[src/sem_pkg.sv]
// ---------------------------------------------------------------------------
// Sobel edge magnitude: shared package
// Types, register indexes and tap decoding shared by the controller,
// the datapath and the top level.
// ---------------------------------------------------------------------------
`default_nettype none

package sem_pkg;

   // Register indexes of the configuration port.
   localparam logic [2:0] REG_FRAME_WIDTH  = 3'd0;
   localparam logic [2:0] REG_FRAME_HEIGHT = 3'd1;
   localparam logic [2:0] REG_WEIGHT_RED   = 3'd2;
   localparam logic [2:0] REG_WEIGHT_GREEN = 3'd3;
   localparam logic [2:0] REG_WEIGHT_BLUE  = 3'd4;

   // Field widths that the interface fixes.
   localparam int ROW_W  = 12;
   localparam int HGT_W  = 13;
   localparam int FW_W   = 12;
   localparam int CSR_W  = 13;
   localparam logic [HGT_W-1:0] HEIGHT_LIMIT = 13'd4096;

   // Offset of a window tap relative to the center, per axis.
   localparam logic [1:0] OFS_NEG = 2'd0;
   localparam logic [1:0] OFS_MID = 2'd1;
   localparam logic [1:0] OFS_POS = 2'd2;

   // Commands from the controller to the datapath.
   typedef struct packed {
      logic gray_load;
      logic div_step;
      logic pixel_write;
      logic drain_take;
      logic centre_load;
      logic tap_issue;
      logic square_load;
      logic sqrt_step;
      logic result_load;
      logic step_clear;
   } sem_cmd_type;

   // Status from the datapath to the controller.
   typedef struct packed {
      logic drain_ok;
      logic emit_due;
      logic step_seven;
      logic step_eight;
      logic out_free;
   } sem_sts_type;

   // Row offset of tap 0..8 in raster order of the 3x3 window.
   function automatic logic [1:0] tap_row(input logic [3:0] tap);
      logic [1:0] r;
      case (tap)
         4'd0, 4'd1, 4'd2: r = OFS_NEG;
         4'd3, 4'd4, 4'd5: r = OFS_MID;
         default:          r = OFS_POS;
      endcase
      return r;
   endfunction

   // Column offset of tap 0..8.
   function automatic logic [1:0] tap_col(input logic [3:0] tap);
      logic [1:0] c;
      case (tap)
         4'd0, 4'd3, 4'd6: c = OFS_NEG;
         4'd1, 4'd4, 4'd7: c = OFS_MID;
         default:          c = OFS_POS;
      endcase
      return c;
   endfunction

endpackage

`default_nettype wire

[src/sem_ctrl.sv]
// ---------------------------------------------------------------------------
// Sobel edge magnitude: controller
// Sequences gray conversion, line store write, window read, square root and
// result hand-off for one accepted word at a time.
// ---------------------------------------------------------------------------
`default_nettype none

module sem_ctrl
   import sem_pkg::*;
(
   input  wire         clock,
   input  wire         reset,
   input  wire         req_tvalid,
   input  wire         req_tuser,
   output logic        req_tready,
   output sem_cmd_type cmd,
   input  sem_sts_type sts
);

   localparam logic [3:0] ST_IDLE   = 4'd0;
   localparam logic [3:0] ST_DIV    = 4'd1;
   localparam logic [3:0] ST_WRITE  = 4'd2;
   localparam logic [3:0] ST_CENTRE = 4'd3;
   localparam logic [3:0] ST_READ   = 4'd4;
   localparam logic [3:0] ST_LAST   = 4'd5;
   localparam logic [3:0] ST_SQUARE = 4'd6;
   localparam logic [3:0] ST_SQRT   = 4'd7;
   localparam logic [3:0] ST_OUT    = 4'd8;

   logic [3:0] state_ff, state_in;

   // Next state and command decode.
   always_comb begin
      state_in   = state_ff;
      cmd        = '0;
      req_tready = 1'b0;
      case (state_ff)
         ST_IDLE: begin
            req_tready = 1'b1;
            if (req_tvalid) begin
               if (req_tuser) begin
                  if (sts.drain_ok) begin
                     cmd.drain_take = 1'b1;
                     state_in       = ST_CENTRE;
                  end
               end else begin
                  cmd.gray_load  = 1'b1;
                  cmd.step_clear = 1'b1;
                  state_in       = ST_DIV;
               end
            end
         end
         ST_DIV: begin
            cmd.div_step = 1'b1;
            if (sts.step_seven) state_in = ST_WRITE;
         end
         ST_WRITE: begin
            cmd.pixel_write = 1'b1;
            state_in = sts.emit_due ? ST_CENTRE : ST_IDLE;
         end
         ST_CENTRE: begin
            cmd.centre_load = 1'b1;
            cmd.step_clear  = 1'b1;
            state_in        = ST_READ;
         end
         ST_READ: begin
            cmd.tap_issue = 1'b1;
            if (sts.step_eight) state_in = ST_LAST;
         end
         ST_LAST: begin
            state_in = ST_SQUARE;
         end
         ST_SQUARE: begin
            cmd.square_load = 1'b1;
            cmd.step_clear  = 1'b1;
            state_in        = ST_SQRT;
         end
         ST_SQRT: begin
            cmd.sqrt_step = 1'b1;
            if (sts.step_seven) state_in = ST_OUT;
         end
         ST_OUT: begin
            if (sts.out_free) begin
               cmd.result_load = 1'b1;
               state_in        = ST_IDLE;
            end
         end
         default: begin
            state_in = ST_IDLE;
         end
      endcase
   end

   always_ff @(posedge clock) begin
      if (reset) begin
         state_ff <= ST_IDLE;
      end else begin
         state_ff <= state_in;
      end
   end

endmodule

`default_nettype wire

[config.mk]
export PLATFORM = sky130hd
export DESIGN_NAME = sem_ctrl
export DESIGN_NICKNAME = d
export VERILOG_FILES = /design/src/sem_pkg.sv /design/src/sem_ctrl.sv
export SDC_FILE = /design/constraint.sdc
export NUM_CORES = 1
export LEC_CHECK = 0
export BUFFER_PORTS_ARGS = -buffer_cell sky130_fd_sc_hd__buf_2
export CAP_MARGIN = 10
export CORE_AREA = 2 2 39 41
export CTS_CLUSTER_SIZE = 25
export DETAILED_ROUTE_END_ITERATION = 10
export DIE_AREA = 0 0 41 43
export SLEW_MARGIN = 5
export SYNTH_ARGS = -nofsm -noshare
export SYNTH_HDL_FRONTEND = slang
export SYNTH_SLANG_ARGS = --single-unit
[constraint.sdc]
create_clock -name clock -period 1.3 [get_ports clock]
set_clock_uncertainty 0.15 [all_clocks]
set_input_delay 0.13 -clock clock [delete_from_list [all_inputs] [get_ports clock]]
set_output_delay 0.13 -clock clock [all_outputs]
set_load 0.05 [all_outputs]
==> metrics list, run 1 <==
* Result of the run: finished with violations
- Failing checks: negative setup slack
* CTS clock-pin slew for the worst setup and hold paths: ~0.040 ns
* Largest net degree at the start of global routing: 8
- Layout Nets: 106
- Multi-input gate area: between 400 and 500 sq um
- Across the whole layout, storage elements account for about 95 sq um.
- Ranking of synthesized cells by area: sky130_fd_sc_hd__dfxtp_1 19%, sky130_fd_sc_hd__buf_6 7.9%, sky130_fd_sc_hd__nor2_1 7.0%
- Via count of the first global-routing pass: 464
- Startpoint type of the worst setup path: register
- Worst min-delay path startpoint: reset
- Setup slack on the critical path of the routed design comes to -0.362 ns.
* Die Width: 41 um
* Async S/R FF share, synth: 0%
- The design draws 1.12 mW.
- Summing all placed instances gives a cell area of 656 sq um.
- The worst setup path is captured at a primary output.
- Post-synthesis cell area: 427 sq um
- 0 antenna diodes ended up in the layout.
- Once layout is done, the placed cells without fillers occupy 958 sq um.
- The initial antenna violation count is 0.
- The setup check on the worst reg-to-reg path leaves a slack of -0.29 ns.
- Global-route wire length before repair: 1.99 mm
- Average detailed-routed wire length per instance: 12.5 um
* Share of Yosys cell area claimed by the top area cell type: around a fifth
* XOR/XNOR share of the synthesized area: 0%
- Clock sink total: 4
* Height of the die: 43 um
* Area of the core region: ~0.0014 sq mm
- The detailed router finished its first iteration with 6 violations.
* Compound-gate portion of the synthesized area: 24.0%
- Overall via count from detail_route: 538
* EDFF count, synth: 0
- CTS H-tree depth: 1
* Number of nets with antenna violations after routing: 0
- For this run the aggregate overflow at the end of global routing stands at 0.
* Final weighted congestion in routability-driven placement: 0.721
* Final sum of negative setup slack: -3.41 ns
- Number of distinct library cells after synthesis: 28
- Fill cells: 100
- Across the run, the number of max-cap violations was 0.
* Number of synthesized register bits: 4
* Number of buffers created by CTS: 3
* Post-Place Setup Slack: -0.243 ns
- Largest registers: state_ff (4)
- Post-layout util: 69.3%
- The die covers 0.00176 sq mm.
* Number of cells on the worst hold path: 4
- Class of the tightest hold or removal check: in -> reg
- Worst IR Drop VDD: 0.000657 V
* Standard-cell rows: 14
* Adder-cell share of the synthesized area: 0%
* Synth Net Count: 62
- The Yosys step of the flow raised 0 warnings.
* Drt pass-1 iters: 3
- Rel. slew slack: 79.1%
- Placed wire-length estimate: approximately 850 um
* Effective utilization at floorplan: around 30%
- Clock period minus worst slack: 1.66 ns
- Of the available clock period, the critical path in the final layout requires 128%.
* Worst-path maximum fanout: 5
* Total power density per cell area: 1170 mW/mm^2
- In this run the critical register-to-register path is launched from state_ff[3].
* Buffer type at the clock tree root: sky130_fd_sc_hd__clkbuf_4
* IO Count: 20
- The biggest area contributor in the post-synthesis netlist is sky130_fd_sc_hd__dfxtp_1.
- For the pin with the worst max-slew slack, the measured transition is 0.311 ns.
- Via density per instance: 4.85
- The worst register-to-register path ends at state_ff[3].
* Most common cell in the synthesized netlist: sky130_fd_sc_hd__nor2_1
- During placement, the flow inserted port buffers numbering 19.
- Top register by number of flip-flops: state_ff
- After synthesis, the most frequently instantiated cells are 8 x sky130_fd_sc_hd__nor2_1, 6 x sky130_fd_sc_hd__nand2_1, 4 x sky130_fd_sc_hd__dfxtp_1, 4 x sky130_fd_sc_hd__nand2b_1, 4 x sky130_fd_sc_hd__nor3_1.
- The worst setup path is of the reg -> out kind.
* Max Transition Viols Final: 0
- Clock Tree Buf Depth: 2
- Worst setup path end: cmd[9]
- By area, the combinational part of the netlist is dominated by simple AND/OR/NAND/NOR gates.
- TritonCTS built the clock tree.
- Instance count of the mapped netlist: 53
- In the synthesized netlist, mux cells make up 2.35% of the area.
- Max frequency: 0.602 GHz
* Fraction of final layout cells with drive strength greater than 1: 74.7%
* Critical path data required time: slightly above 1 ns
- Setup violations remaining at the end of the flow were counted as 14.
* GRT Util Overall: 16.6%
* Count of cells along the worst register-to-register path: 7
* Synthesized area per cell: 8.05 sq um
- Timing startpoint of the critical path: state_ff[1]
* Top flip-flop cell by instance count after synthesis: sky130_fd_sc_hd__dfxtp_1
* Skew-Pair Late Insertion Delay: about 0.24 ns
- The final number of hold-violating endpoints was 0.
* Post-synthesis to final-layout area growth: 125%
* Arrival time at the worst endpoint: 1.38 ns
- Register area share after synthesis: about a fifth
- Summed over all cells, the static leakage comes to 0.411 nW.
* Total wire length after detailed routing: 1.39 mm
- The synthesized netlist devotes 42.5% of its cell area to simple gates.
* DRC violation count after routing: 0
- Setup repair after global routing could not meet its margin everywhere.
* Max reg flops: 4
-- power breakdown --
part	switching (mW)	internal (mW)
Clock	0.0544	0.104
Combinational	0.413	0.365
Sequential	0.0378	0.147
Total	0.505	0.615
-- worst max-delay path, stage by stage, from the launching register on --
cell	delay (ns)
sky130_fd_sc_hd__dfxtp_4	0.36
sky130_fd_sc_hd__nor4_4	0.36
sky130_fd_sc_hd__nand2_2	0.15
sky130_fd_sc_hd__nor2_4	0.12
sky130_fd_sc_hd__buf_8	0.15
-- layer usage --
| layer | GRT usage (%) | share of wire (%) | up-vias |
|---|---|---|---|
| li1 | - | - | 274 |
| met1 | 20.4 | 41 | 255 |
| met2 | 27.2 | 56 | 9 |
| met3 | 6.28 | 2.8 | 0 |
| met4 | 2.00 | 0 | 0 |
| met5 | 0 | 0 | - |
-- through the flow --
step / hold slack [ns] / cells
CTS: 0.0422 / 106
global placement: 0.190 / 95
floorplan: 0.0450 / 53
global route: 0.0602 / 111
finish: 0.0515 / 111
detailed placement: 0.198 / 95
-- worst min-delay path by stage --
stage             endpoint  slack [ns]
2_1_floorplan  state_ff[3]        0.04
3_3_place_gp   state_ff[3]        0.19
3_5_place_dp   state_ff[2]        0.20
4_1_cts        state_ff[1]        0.04
5_1_grt        state_ff[0]        0.06
6_report       state_ff[1]        0.05
-- final cells by class --
class / count / share of cell area (%)
inverters: 3 / 1.17
multi-input cells: 42 / 42.0
repair buffers: 43 / 42.4
clock buffers: 3 / 2.35
well taps: 16 / 2.09
flip-flops and latches: 4 / 9.92
-- cell usage in the layout, fill, tap and decap left out, types with 2 or more instances in the layout --
master                     netlist  routed
sky130_fd_sc_hd__buf_2           0       8
sky130_fd_sc_hd__buf_4           1      12
sky130_fd_sc_hd__buf_6           3      17
sky130_fd_sc_hd__buf_8           0       5
sky130_fd_sc_hd__clkbuf_4        0       3
sky130_fd_sc_hd__dfxtp_4         0       4
sky130_fd_sc_hd__inv_1           3       3
sky130_fd_sc_hd__nand2_1         6       4
sky130_fd_sc_hd__nand2_2         0       2
sky130_fd_sc_hd__nand2b_1        4       3
sky130_fd_sc_hd__nor2_1          8       3
sky130_fd_sc_hd__nor2_4          0       5
sky130_fd_sc_hd__nor3_1          4       2
sky130_fd_sc_hd__nor3_4          0       2
sky130_fd_sc_hd__nor4_4          1       2
-- what timing repair did --
item / in CTS / in global routing
gates cloned: 0 / 0
hold buffers: 1 / 0
setup endpoints to repair: 14 / 14
pin swaps: 5 / 8
hold endpoints to repair: 2 / 0
setup buffers: 7 / 6
gates resized for setup: 39 / 13
-- kinds of logic after synthesis --
family	after synthesis
flip-flops	4
AO/OA/AOI/OAI	11
AND/OR/NAND/NOR	30
buffers and inverters	7
multiplexers	1
(Power assumes the default switching activity.)
==> run 2, diff against run 1 <==
SKIP_LAST_GASP = 1   (was unset)
==> metrics list, run 2 (same netlist as run 1, synthesis figures left out) <==
* Overall via count from detail_route: 522 (was 538)
* Via density per instance: 4.92 (was 4.85)
* Port Buffers: 19 (unchanged)
- The final routed wirelength across all metal layers was 1.32 mm (was 1.39 mm).
- Total of max-cap violations: 0 (unchanged)
- The total of endpoints with negative setup slack in the final report was 14 (unchanged).
- The global-route usage over all layers came to 16.5% (was 16.6%).
* Area of the die: 0.00176 sq mm (unchanged)
- The register clock-pin slew on the reported worst setup and hold paths came to 0.04 ns (about the same).
- The area growth from synthesis to layout is 107% (was 125%).
- Minimum hold slack: 0.0478 ns (was 0.0515 ns)
- Leading cell type in the layout, fill and taps excluded: sky130_fd_sc_hd__buf_6 (unchanged)
* Rel. slew slack: 78.7% (was 79.1%)
* Top routing layer in use: met3 (unchanged)
- The power density of the placed cells is 1190 mW/mm^2 (was 1170 mW/mm^2).
- The number of remaining DRC errors was 0 (unchanged).
- Startpoint type of the worst setup path: register (unchanged)
- CTS tree: yes (unchanged)
- Layout Nets: 101 (was 106)
* Failing checks: negative setup slack (unchanged)
* Largest registers: state_ff (4) (unchanged)
- The maximum number of pins on one net before global-route repair came to 8 (unchanged).
- Clock Tree Buf Depth: 2 (unchanged)
- Length of routed met2 wiring: 729 um (was 778 um)
- The amount of wire on met3 after detailed routing was 37 um (was 39 um).
- The minimum setup slack among reg-to-reg paths came to -0.18 ns (was -0.29 ns).
- Critical path data required time: 1.02 ns (about the same)
* Number of nets with antenna violations after routing: 0 (unchanged)
- Buffer type at the clock tree root: sky130_fd_sc_hd__clkbuf_4 (unchanged)
- The slack of the critical path is -0.352 ns (was -0.362 ns).
- The transition at the pin with the smallest max-transition slack came to 0.317 ns (was 0.311 ns).
- Global-route congestion overflow total: 0 (unchanged)
- The number of optimization iterations in the first detailed-route pass was 4 (was 3).
- The initial antenna violation count came to 0 (unchanged).
- Max Transition Viols Final: 0 (unchanged)
* Via count of the first global-routing pass: 476 (was 464)
* Share of the clock period used by the worst path after layout: 127% (was 128%)
* Max reg flops: 4 (unchanged)
* Result of the run: finished with violations (unchanged)
- Global-route wire length before repair: 1.99 mm (unchanged)
* Max frequency: 0.605 GHz (was 0.602 GHz)
- The register with the highest flop count was state_ff (unchanged).
* Die Width: 41 um (unchanged)
- The number of H-tree levels was 1 (unchanged).
- The routability-driven placement congestion ratio came to 0.721 (unchanged).
* Unrepaired setup endpoints after global routing: true (unchanged)
- Commonest cells after routing, fill and taps aside: 14 x sky130_fd_sc_hd__buf_6, 12 x sky130_fd_sc_hd__buf_4, 8 x sky130_fd_sc_hd__buf_2 (was 17 x sky130_fd_sc_hd__buf_6, 12 x sky130_fd_sc_hd__buf_4, 8 x sky130_fd_sc_hd__buf_2).
* Number of buffers created by CTS: 3 (unchanged)
- The mean routed wirelength per cell came to 12.5 um (about the same).
- Class of the tightest hold or removal check: in -> reg (unchanged)
- Starting DRT DRC Count: 7 (was 6)
* Fraction of final layout cells with drive strength greater than 1: 74.4% (was 74.7%)
* Reported leakage power: 0.372 nW (was 0.411 nW)
- The final HPWL from detailed placement was 846 um (unchanged).
* Worst-path maximum fanout: 5 (unchanged)
- Post-Place Setup Slack: -0.243 ns (unchanged)
- The final number of hold-violating endpoints came to 0 (unchanged).
* Skew-Pair Late Insertion Delay: 0.24 ns (about the same)
- Clock sink total: 4 (unchanged)
- The category of the worst setup path capture point was a primary output (unchanged).
- The number of top-level pins was 20 (unchanged).
- Number of diodes added for antenna fixing: 0 (unchanged)
- Crit path kind: reg -> out (unchanged)
* Final sum of negative setup slack: -2.81 ns (was -3.41 ns)
- The total design power is 1.05 mW (was 1.12 mW).
- The post-route minimum period is 1.65 ns (was 1.66 ns).
* Effective utilization at floorplan: 30.8% (unchanged)
- Standard-cell rows: 14 (unchanged)
- The standard cell core area is 0.00138 sq mm (unchanged).
* Worst IR Drop VDD: 0.000688 V (was 0.000657 V)
- The total routed wire length on the met1 layer was 555 um (was 575 um).
- The die span in y was 43 um (unchanged).
- Arrival time at the worst endpoint: 1.37 ns (was 1.38 ns)
[run 2: layout make-up]
cell class	count	area, sq um
fillers	108	502
multi-input cells	42	393
repair buffers	38	343
flip-flops and latches	4	92.6
clock buffers	3	22.5
well taps	16	20.0
inverters	3	11.3
[run 2: worst max-delay path, stage by stage (launching register included)]
cell	delay, ns
sky130_fd_sc_hd__dfxtp_2	0.34
sky130_fd_sc_hd__nor4_4	0.37
sky130_fd_sc_hd__nand2_2	0.15
sky130_fd_sc_hd__nor2_4	0.11
sky130_fd_sc_hd__buf_6	0.16
[run 2: path summary, 6_finish.rpt]
kind	start	cells past startpoint	end
min	reset	4	state_ff[1]
max	state_ff[1]	4	cmd[9]
max reg2reg	state_ff[3]	6	state_ff[1]
min reg2reg	state_ff[3]	2	state_ff[2]
[run 2: layer usage]
metal	GRT usage, %	up-vias
met2	27.8	9
met5	0	-
met1	19.4	247
li1	-	266
met4	2.00	0
met3	6.28	0
[run 2: timing repair]
item,in CTS,in global routing
setup buffers,7,1
endpoints found under the setup margin,14,14
hold endpoints to repair,2,0
gates resized for setup,35,8
hold buffers,1,0
pin swaps,5,3
[run 2: power breakdown]
group	internal (mW)	switching [mW]	total, mW	leakage [nW]
sequential	0.145	0.0379	0.183	0.0353
clock	0.104	0.0548	0.158	0.0138
combinational	0.314	0.393	0.707	0.323
[run 2: stage by stage]
step                      area (sq um)  instances  utilization [%]
after floorplan                    499         53                -
after global placement             656         95             47.4
after detailed placement           656         95             47.4
after CTS                          856        106             61.8
after global routing               882        106             63.7
final                              882        106             63.7
